`src/rtl/wsts_pkg.sv`:
```
// Package for the weighted-score target selector: table depth, widths, function codes
// and score weights. No dependencies.
package wsts_pkg;

	localparam int MaxSensors = 64;
	localparam int IdxW = $clog2(MaxSensors);
	localparam int CntW = $clog2(MaxSensors + 1);

	localparam logic [1:0] FUNC_LOAD   = 2'd0;
	localparam logic [1:0] FUNC_BEACON = 2'd1;
	localparam logic [1:0] FUNC_SELECT = 2'd2;

	localparam logic [1:0] REG_COUNT = 2'd0;
	localparam logic [1:0] REG_STALE = 2'd1;
	localparam logic [1:0] REG_MAXD  = 2'd2;

	localparam logic [16:0] ONE_Q16 = 17'd65536;
	localparam logic [16:0] W_ENERGY = 17'd36045;
	localparam logic [16:0] W_DEGREE = 17'd22938;
	localparam logic [16:0] W_DIST   = 17'd16384;

	// Degree term min(65536, floor(deg*65536/20)) for every six-bit degree. The fifth of
	// four times the degree comes from a reciprocal multiplication that is exact below 20.
	function automatic logic [16:0] degree_term(input logic [5:0] deg);
		logic [15:0] r;
		begin
			r = 16'(deg) * 16'd820;
			if (deg >= 6'd20) begin
				degree_term = ONE_Q16;
			end else begin
				degree_term = 17'(deg) * 17'd3276 + 17'(r[15:10]);
			end
		end
	endfunction

endpackage

```
`src/rtl/wsts_arith.sv`:
```
// Iterative arithmetic unit of the selector: bit-serial integer square root followed by a
// restoring divide of d*65536 by the normaliser. Depends on wsts_pkg.
module wsts_arith (
	input  logic        clk,
	input  logic        arst_n,
	input  logic        start,
	input  logic [48:0] radicand,
	input  logic [23:0] divisor,
	output logic        done,
	output logic [16:0] dist_term
);

	typedef enum logic [1:0] {A_IDLE, A_SQRT, A_CMP, A_DIV} astate_t;

	astate_t     state_q;
	logic [49:0] rad_q;
	logic [25:0] rem_q;
	logic [24:0] root_q;
	logic [4:0]  cnt_q;
	logic [23:0] dvs_q;
	logic [23:0] drem_q;
	logic [15:0] quo_q;
	logic [16:0] dist_q;

	logic [27:0] part;
	logic [27:0] trial;
	logic [24:0] dr_sh;
	logic        qbit;
	logic [15:0] quo_nx;

	always_comb begin
		part   = {rem_q, rad_q[49:48]};
		trial  = {1'b0, root_q, 2'b01};
		dr_sh  = {drem_q, 1'b0};
		qbit   = (dr_sh >= {1'b0, dvs_q});
		quo_nx = {quo_q[14:0], qbit};
	end

	always_ff @(posedge clk or negedge arst_n) begin
		if (!arst_n) begin
			state_q <= A_IDLE;
			done    <= 1'b0;
			cnt_q   <= '0;
			rad_q   <= '0;
			rem_q   <= '0;
			root_q  <= '0;
			dvs_q   <= 24'd1;
			drem_q  <= '0;
			quo_q   <= '0;
			dist_q  <= '0;
		end else begin
			done <= 1'b0;
			case (state_q)
				A_IDLE: begin
					if (start) begin
						rad_q   <= {1'b0, radicand};
						rem_q   <= '0;
						root_q  <= '0;
						cnt_q   <= 5'd25;
						dvs_q   <= (divisor == 24'd0) ? 24'd1 : divisor;
						state_q <= A_SQRT;
					end
				end
				A_SQRT: begin
					if (part >= trial) begin
						rem_q  <= 26'(part - trial);
						root_q <= {root_q[23:0], 1'b1};
					end else begin
						rem_q  <= part[25:0];
						root_q <= {root_q[23:0], 1'b0};
					end
					rad_q <= {rad_q[47:0], 2'b00};
					if (cnt_q == 5'd1) begin
						state_q <= A_CMP;
					end
					cnt_q <= cnt_q - 5'd1;
				end
				A_CMP: begin
					// A distance at or beyond the normaliser saturates the term at one.
					if (root_q >= {1'b0, dvs_q}) begin
						dist_q  <= wsts_pkg::ONE_Q16;
						done    <= 1'b1;
						state_q <= A_IDLE;
					end else begin
						drem_q  <= root_q[23:0];
						quo_q   <= '0;
						cnt_q   <= 5'd16;
						state_q <= A_DIV;
					end
				end
				A_DIV: begin
					drem_q <= qbit ? 24'(dr_sh - {1'b0, dvs_q}) : dr_sh[23:0];
					quo_q  <= quo_nx;
					if (cnt_q == 5'd1) begin
						dist_q  <= {1'b0, quo_nx};
						done    <= 1'b1;
						state_q <= A_IDLE;
					end
					cnt_q <= cnt_q - 5'd1;
				end
				default: state_q <= A_IDLE;
			endcase
		end
	end

	assign dist_term = dist_q;

endmodule

```
`config.mk`:
```
export PLATFORM = sky130hd
export DESIGN_NAME = wsts_arith
export DESIGN_NICKNAME = d
export VERILOG_FILES = /design/src/rtl/wsts_pkg.sv /design/src/rtl/wsts_arith.sv
export SDC_FILE = /design/constraint.sdc
export NUM_CORES = 1
export LEC_CHECK = 0
export BUFFER_PORTS_ARGS = -buffer_cell sky130_fd_sc_hd__buf_4
export CAP_MARGIN = 10
export CORE_MARGIN = 8
export CORE_UTILIZATION = 60
export CTS_BUF_LIST = sky130_fd_sc_hd__clkbuf_8 sky130_fd_sc_hd__clkbuf_16
export CTS_CLUSTER_DIAMETER = 100
export CTS_CLUSTER_SIZE = 24
export DETAILED_ROUTE_END_ITERATION = 12
export HOLD_SLACK_MARGIN = 0.06
export PLACE_DENSITY = 0.91
export SYNTH_ARGS = -nofsm -noshare
export SYNTH_HDL_FRONTEND = slang
export SYNTH_SLANG_ARGS = --single-unit
```
`constraint.sdc`:
```
create_clock -name clk -period 3.93 [get_ports clk]
set_input_delay 0.1965 -clock clk [delete_from_list [all_inputs] [get_ports clk]]
set_output_delay 0.1965 -clock clk [all_outputs]
set_load 0.05 [all_outputs]
```
==> impl_metrics.env, run 1 <==
export IMPL_reg2reg_to="drem_q[5]$_DFFE_PN0P_"
export IMPL_synth_top_family_by_area="compound AO/OA/AOI/OAI gates"
export IMPL_synth_cell_types=64
export IMPL_holdPathEnd="dvs_q[0]$_DFFE_PN1P_"
export IMPL_grt_met2_usage=0.499
export IMPL_hold_path_depth=3
export IMPL_p_leak_nw=6.24
export IMPL_clkSinkCount=189
export IMPL_syn_instance_count=1344
export IMPL_grt_ovfl_total=0
export IMPL_grt_usage=0.294
export IMPL_postCtsHoldBufs=73
export IMPL_grt_pass1_vias=10800
export IMPL_crit_path_max_fanout=16
export IMPL_die_h_um=153
export IMPL_fin_area_mm2=0.0135
export IMPL_hold_ws_ns=0.0807
export IMPL_final_hold_viol_count=0
export IMPL_vias=11100
export IMPL_rsz0062_at_grt="no"
export IMPL_synthesis_nets=1498
export IMPL_syn_area_per_cell_um2=8.42
export IMPL_grt_max_degree=125
export IMPL_setup_viol=0
export IMPL_area_growth_pct=19.3
export IMPL_synth_compound_area_share=0.215
export IMPL_cp_start_kind="flip-flop"
export IMPL_post_route_period_util=0.857
export IMPL_arrival_ns=3.65
export IMPL_gp_congestion=0.970
export IMPL_period_minus_slack_ns=3.37
export IMPL_cts_resized_gates=0
export IMPL_power_density_mw_per_mm2=1010
export IMPL_fmax_mhz=297
export IMPL_post_cts_setup_buffers=0
export IMPL_synth_edf_count=0
export IMPL_status="completed"
export IMPL_end_kind="flip-flop"
export IMPL_dp_hpwl_mm=22.2
export IMPL_row_count=50
export IMPL_first_pass_iters=7
export IMPL_clockBufferDepth=2
export IMPL_synthMuxAreaShare=0.0159
export IMPL_fin_skew_ns=0.0102
export IMPL_syn_area_mm2=0.0113
export IMPL_peakVddDrop_uv=575
export IMPL_clockRootBuffer="clkbuf_16"
export IMPL_via_per_inst=6.42
export IMPL_nNetsFinal=1628
export IMPL_path_clk_slew_ns=0.07
export IMPL_cp_required_ns=4.22
export IMPL_yosysWarnings=0
export IMPL_cts_tree="yes"
export IMPL_grt_pass1_wl_mm=56.2
export IMPL_synth_xor_area_share=0.0286
export IMPL_worstMarginPinSlew_ns=1.04
export IMPL_drt_initial_drc_count=1185
export IMPL_htreeDepth=4
export IMPL_ys_seq_area_frac=0.418
export IMPL_start_util=0.609
export IMPL_synth_seq_cells=189
export IMPL_slew_headroom=0.300
export IMPL_antenna_cells=0
export IMPL_antenna_found_initial=0
export IMPL_synthSimpleGateAreaFrac=0.189
export IMPL_placed_area_mm2=0.0122
export IMPL_ant_nets=0
export IMPL_clk_insertion_delay_late_ns=0.45
export IMPL_hp_start="divisor[0]"
export IMPL_slew_violations=0
export IMPL_async_flop_share=1.00
export IMPL_numCtsBuffers=17
export IMPL_wirelength_mm=34.6
export IMPL_top_usage_layer="met2"
export IMPL_synth_flop_cell="dfrtp_1"
export IMPL_drc=0
export IMPL_synth_fa_ha_area_frac=0.0869
export IMPL_tns_ns=0
export IMPL_use_met3=0.0730
export IMPL_io_buffers=93
export IMPL_die_x_um=153
export IMPL_layout_drive_gt1_share=0.104
export IMPL_cap_violations=0
export IMPL_met1_usage=0.351
export IMPL_fin_util=0.727
export IMPL_core_mm2=0.0186
export IMPL_regToRegSetupSlack_ns=0.56
export IMPL_r2r_start="dvs_q[1]$_DFFE_PN0P_"
export IMPL_r2r_cells=10
export IMPL_ios=94
export IMPL_min_delay_path_class="in2reg"
export IMPL_crit_type="reg2reg"
export IMPL_dieArea_mm2=0.0235
export IMPL_wire_per_inst_um=20.1
cell type report:
cell class / instances / area, um^2
well taps: 234 / 293
multi-input cells: 1016 / 6090
fillers: 1254 / 5080
clock inverters: 15 / 134
repair buffers: 182 / 1570
clock buffers: 17 / 425
inverters: 68 / 255
flip-flops and latches: 189 / 4730
Yosys cell counts (7+ instances only):
library cell,instances,area share
a221o_1,7,0.0062
nand3_1,45,0.020
and4_1,8,0.0062
xnor2_1,24,0.019
clkbuf_1,65,0.022
o21ai_0,129,0.057
and3_1,8,0.0044
o22ai_1,9,0.0050
nand2_1,268,0.089
a211oi_1,15,0.0099
xor2_1,13,0.010
a31oi_1,53,0.029
dfrtp_1,188,0.42
a21o_1,23,0.015
nor4_1,13,0.0072
o21a_1,11,0.0073
nor2_1,101,0.033
nand4_1,11,0.0061
ha_1,77,0.085
nor2b_1,11,0.0061
inv_1,68,0.023
nor3_1,10,0.0044
a21oi_1,64,0.028
o211ai_1,26,0.017
mux2i_1,18,0.016
o31ai_1,8,0.0053
per-stage QoR:
stage	power [W]	std cells	worst slack [ns]
after global routing	0.0147	1721	0.334
after floorplan	0.00956	1344	1.19
final	0.0137	1721	0.563
after detailed placement	0.0116	1615	0.756
after CTS	0.0134	1720	0.672
after global placement	0.0112	1615	0.864
where the power goes:
| part | internal, W | leakage (nW) | total, W | switching, W |
|---|---|---|---|---|
| clock | 0.000836 | 0.277 | 0.00169 | 0.000850 |
| combinational | 0.00329 | 3.65 | 0.00855 | 0.00526 |
| sequential | 0.00277 | 2.32 | 0.00343 | 0.000657 |
cell usage in the layout (no fill, tap or decap), types with 5 or more instances in the layout:
cell and n:
a211oi_1 15, a21o_1 23, a21oi_1 64, a221o_1 7, a22oi_1 5, a31oi_1 52, and3_1 7, and4_1 8
buf_4 106, clkbuf_16 17, dfrtp_1 188, dlygate4sd3_1 74, ha_1 77, inv_1 68, mux2i_1 18, nand2_1 267
nand3_1 44, nand4_1 11, nor2_1 100, nor2b_1 11, nor3_1 10, nor4_1 13, o211ai_1 26, o21a_1 11
o21ai_0 129, o22ai_1 9, o31ai_1 8, or3_1 5, xnor2_1 24, xor2_1 13
worst max-delay path: stages, from the launching register on:
cell and delay (ns):
dfrtp_1 0.38, inv_1 0.09, ha_1 0.31, nor2b_1 0.15, o211ai_1 0.24, nand3b_1 0.18, a21oi_1 0.34, o21ai_1 0.18
and4_1 0.41, nor3_2 0.70, a221oi_1 0.22
routing by layer:
layer  vias to the layer above  wire length, um  share of wire
met3                       127             3000          0.087
met2                       645            16900           0.49
met1                      5250            13300           0.39
met4                         0             1350          0.039
li1                       5028                -              -
met5                         -                0              0
flip-flops by register name, indices dropped and copies added, names as in the netlist:
signal	flops
cnt_q	5
drem_q	24
quo_q	15
rad_q	50
dist_term	17
state_q	2
root_q	25
dvs_q	24
done	1
rem_q	26
logic make-up after synthesis:
kind of cell / count (synthesis)
AO/OA/AOI/OAI: 389
multiplexers: 18
XOR/XNOR: 37
buffers and inverters: 139
adder cells (fa/ha/maj): 78
AND/OR/NAND/NOR: 494
flip-flops: 189
worst max path at each step:
stage	to	cells after the start	start
detailed placement	drem_q[22]$_DFFE_PN0P_	10	dvs_q[1]$_DFFE_PN0P_
finish	drem_q[5]$_DFFE_PN0P_	10	dvs_q[1]$_DFFE_PN0P_
global placement	drem_q[22]$_DFFE_PN0P_	10	dvs_q[1]$_DFFE_PN0P_
floorplan	drem_q[20]$_DFFE_PN0P_	9	drem_q[1]$_DFFE_PN0P_
global route	drem_q[15]$_DFFE_PN0P_	10	dvs_q[1]$_DFFE_PN0P_
CTS	drem_q[5]$_DFFE_PN0P_	10	dvs_q[1]$_DFFE_PN0P_
(Power assumes the default switching activity.)
==> run 2, diff against run 1 <==
--- a/config.mk
+++ b/config.mk
@@ -5,7 +5,6 @@
 export SDC_FILE = /design/constraint.sdc
 export NUM_CORES = 1
 export LEC_CHECK = 0
-export BUFFER_PORTS_ARGS = -buffer_cell sky130_fd_sc_hd__buf_4
 export CAP_MARGIN = 10
 export CORE_MARGIN = 8
 export CORE_UTILIZATION = 60
@@ -13,8 +12,10 @@
 export CTS_CLUSTER_DIAMETER = 100
 export CTS_CLUSTER_SIZE = 24
 export DETAILED_ROUTE_END_ITERATION = 12
+export DONT_BUFFER_PORTS = 1
 export HOLD_SLACK_MARGIN = 0.06
-export PLACE_DENSITY = 0.91
+export PLACE_DENSITY = 0.87
 export SYNTH_ARGS = -nofsm -noshare
 export SYNTH_HDL_FRONTEND = slang
 export SYNTH_SLANG_ARGS = --single-unit
+export TNS_END_PERCENT = 30
==> run 2 against run 1 <==
Net effect: the run now ends with negative hold slack left; via count decreased by 6.5%; clock skew increased by 0.0045 ns; die area unchanged; combinational power decreased by 2.8%; core utilization decreased by 3.6 points; first-iteration DRC count decreased by 1.7%; critical endpoint is now drem_q[15]$_DFFE_PN0P_; highest routed layer is now met5.
==> impl_metrics.env, run 2 (synthesis gave the netlist of run 1 again) <==
export IMPL_postCtsHoldBufs=74
export IMPL_worstMarginPinSlew_ns=0.944
export IMPL_cp_required_ns=4.22
export IMPL_gp_congestion=0.916
export IMPL_cts_resized_gates=0
export IMPL_vias=10300
export IMPL_core_mm2=0.0186
export IMPL_hold_ws_ns=-0.561
export IMPL_arrival_ns=3.74
export IMPL_fmax_mhz=289
export IMPL_end_kind="flip-flop"
export IMPL_status="finished with violations"
export IMPL_reg_top3="rad_q: 50 flops, rem_q: 26 flops, root_q: 25 flops"
export IMPL_grt_ovfl_total=0
export IMPL_io_buffers=0
export IMPL_rsz0062_at_grt="no"
export IMPL_clkSinkCount=189
export IMPL_layout_setup_ws_ns=0.472
export IMPL_violations="negative hold slack"
export IMPL_die_x_um=153
export IMPL_slew_headroom=0.366
export IMPL_ant_nets=0
export IMPL_setup_viol=0
export IMPL_post_route_period_util=0.880
export IMPL_numCtsBuffers=17
export IMPL_power_density_mw_per_mm2=1060
export IMPL_path_clk_slew_ns=0.08
export IMPL_drc=0
export IMPL_layout_common_cells="267 x nand2_1, 188 x dfrtp_1, 129 x o21ai_0"
export IMPL_fin_util=0.690
export IMPL_drt_initial_drc_count=1165
export IMPL_clockBufferDepth=2
export IMPL_wirelength_mm=32.1
export IMPL_peakVddDrop_uv=521
export IMPL_die_h_um=153
export IMPL_cpPeakStageDelay_ns=0.70
export IMPL_cap_violations=0
export IMPL_crit_type="reg2reg"
export IMPL_dieArea_mm2=0.0235
export IMPL_layout_drive_gt1_share=0.0410
export IMPL_fin_cells=1625
export IMPL_top_register="rad_q"
export IMPL_use_met3=0.0787
export IMPL_post_cts_setup_buffers=0
export IMPL_clockRootBuffer="clkbuf_16"
export IMPL_fin_skew_ns=0.0147
export IMPL_top_usage_layer="met2"
export IMPL_nFillCells=1362
export IMPL_area_growth_pct=13.3
export IMPL_period_minus_slack_ns=3.46
export IMPL_grt_max_degree=190
export IMPL_p_leak_nw=5.78
export IMPL_grt_pass1_vias=10200
export IMPL_numPlacedInstances=1517
export IMPL_wire_per_inst_um=19.8
export IMPL_met1_usage=0.333
export IMPL_grt_usage=0.271
export IMPL_pre_cts_ws_ns=0.640
export IMPL_final_common_cell="nand2_1"
export IMPL_ios=94
export IMPL_crit_slowest_cell="nor3_2"
export IMPL_slew_violations=0
export IMPL_critical_path_top_delay_family="simple AND/OR/NAND/NOR gates"
export IMPL_antenna_found_initial=2
export IMPL_start_util=0.609
export IMPL_largest_reg_flops=50
export IMPL_crit_path_max_fanout=16
export IMPL_critPathBufInv=1
export IMPL_cp_start_kind="flip-flop"
export IMPL_first_pass_iters=8
export IMPL_worstPathCellList="inv_1 -> ha_1 -> nor2b_1 -> o211ai_1 -> nand3b_1 -> a21oi_1 -> o21ai_1 -> and4_1 -> nor3_2 -> a221oi_1"
export IMPL_final_hold_viol_count=189
export IMPL_htreeDepth=4
export IMPL_tns_ns=0
export IMPL_via_per_inst=6.36
export IMPL_nNetsFinal=1531
export IMPL_min_delay_path_class="in2async"
export IMPL_dp_hpwl_mm=20.7
export IMPL_grt_met2_usage=0.441
export IMPL_grt_pass1_wl_mm=51.9
export IMPL_row_count=50
export IMPL_clk_insertion_delay_late_ns=0.45
export IMPL_cts_tree="yes"
==> run 2: layer usage <==
metal | wire length, um | part of all wire
met5 | 12 | 0.00037
met4 | 1050 | 0.033
met3 | 2910 | 0.090
met2 | 15200 | 0.47
met1 | 13000 | 0.40
==> run 2: path summary, 6_finish.rpt <==
check	depth (start not counted)	startpoint	endpoint	slack [ns]
max	10	dvs_q[1]$_DFFE_PN0P_	drem_q[15]$_DFFE_PN0P_	0.47
min	0	arst_n	rad_q[5]$_DFFE_PN0P_	-0.56
max reg2reg	10	dvs_q[1]$_DFFE_PN0P_	drem_q[15]$_DFFE_PN0P_	0.47
min reg2reg	2	root_q[0]$_DFFE_PN0P_	root_q[0]$_DFFE_PN0P_	0.48
max in group asynchronous	0	arst_n	dvs_q[0]$_DFFE_PN1P_	4.16
min in group clk	3	divisor[10]	dvs_q[0]$_DFFE_PN1P_	0.13
==> run 2: final cells by class <==
class | instances | area (um^2) | area share
diodes | 1 | 2.50 | 0.000195
repair buffers | 85 | 848 | 0.0662
clock inverters | 15 | 176 | 0.0138
well taps | 234 | 293 | 0.0228
flip-flops and latches | 189 | 4730 | 0.369
clock buffers | 17 | 425 | 0.0332
multi-input cells | 1016 | 6090 | 0.475
inverters | 68 | 255 | 0.0199
==> run 2: through the flow <==
stage / area [um^2] / total power, W / hold slack [ns]
final: 12800 / 0.0136 / -0.561
after global routing: 12800 / 0.0146 / -0.579
after CTS: 12800 / 0.0133 / -0.568
after detailed placement: 11500 / 0.0115 / -0.0927
after global placement: 11500 / 0.0112 / -0.0918
after floorplan: 11300 / 0.00956 / -0.0991
==> run 2: power breakdown <==
group / internal (W) / switching, W
Clock: 0.000859 / 0.000907
Combinational: 0.00324 / 0.00507
Sequential: 0.00277 / 0.000709
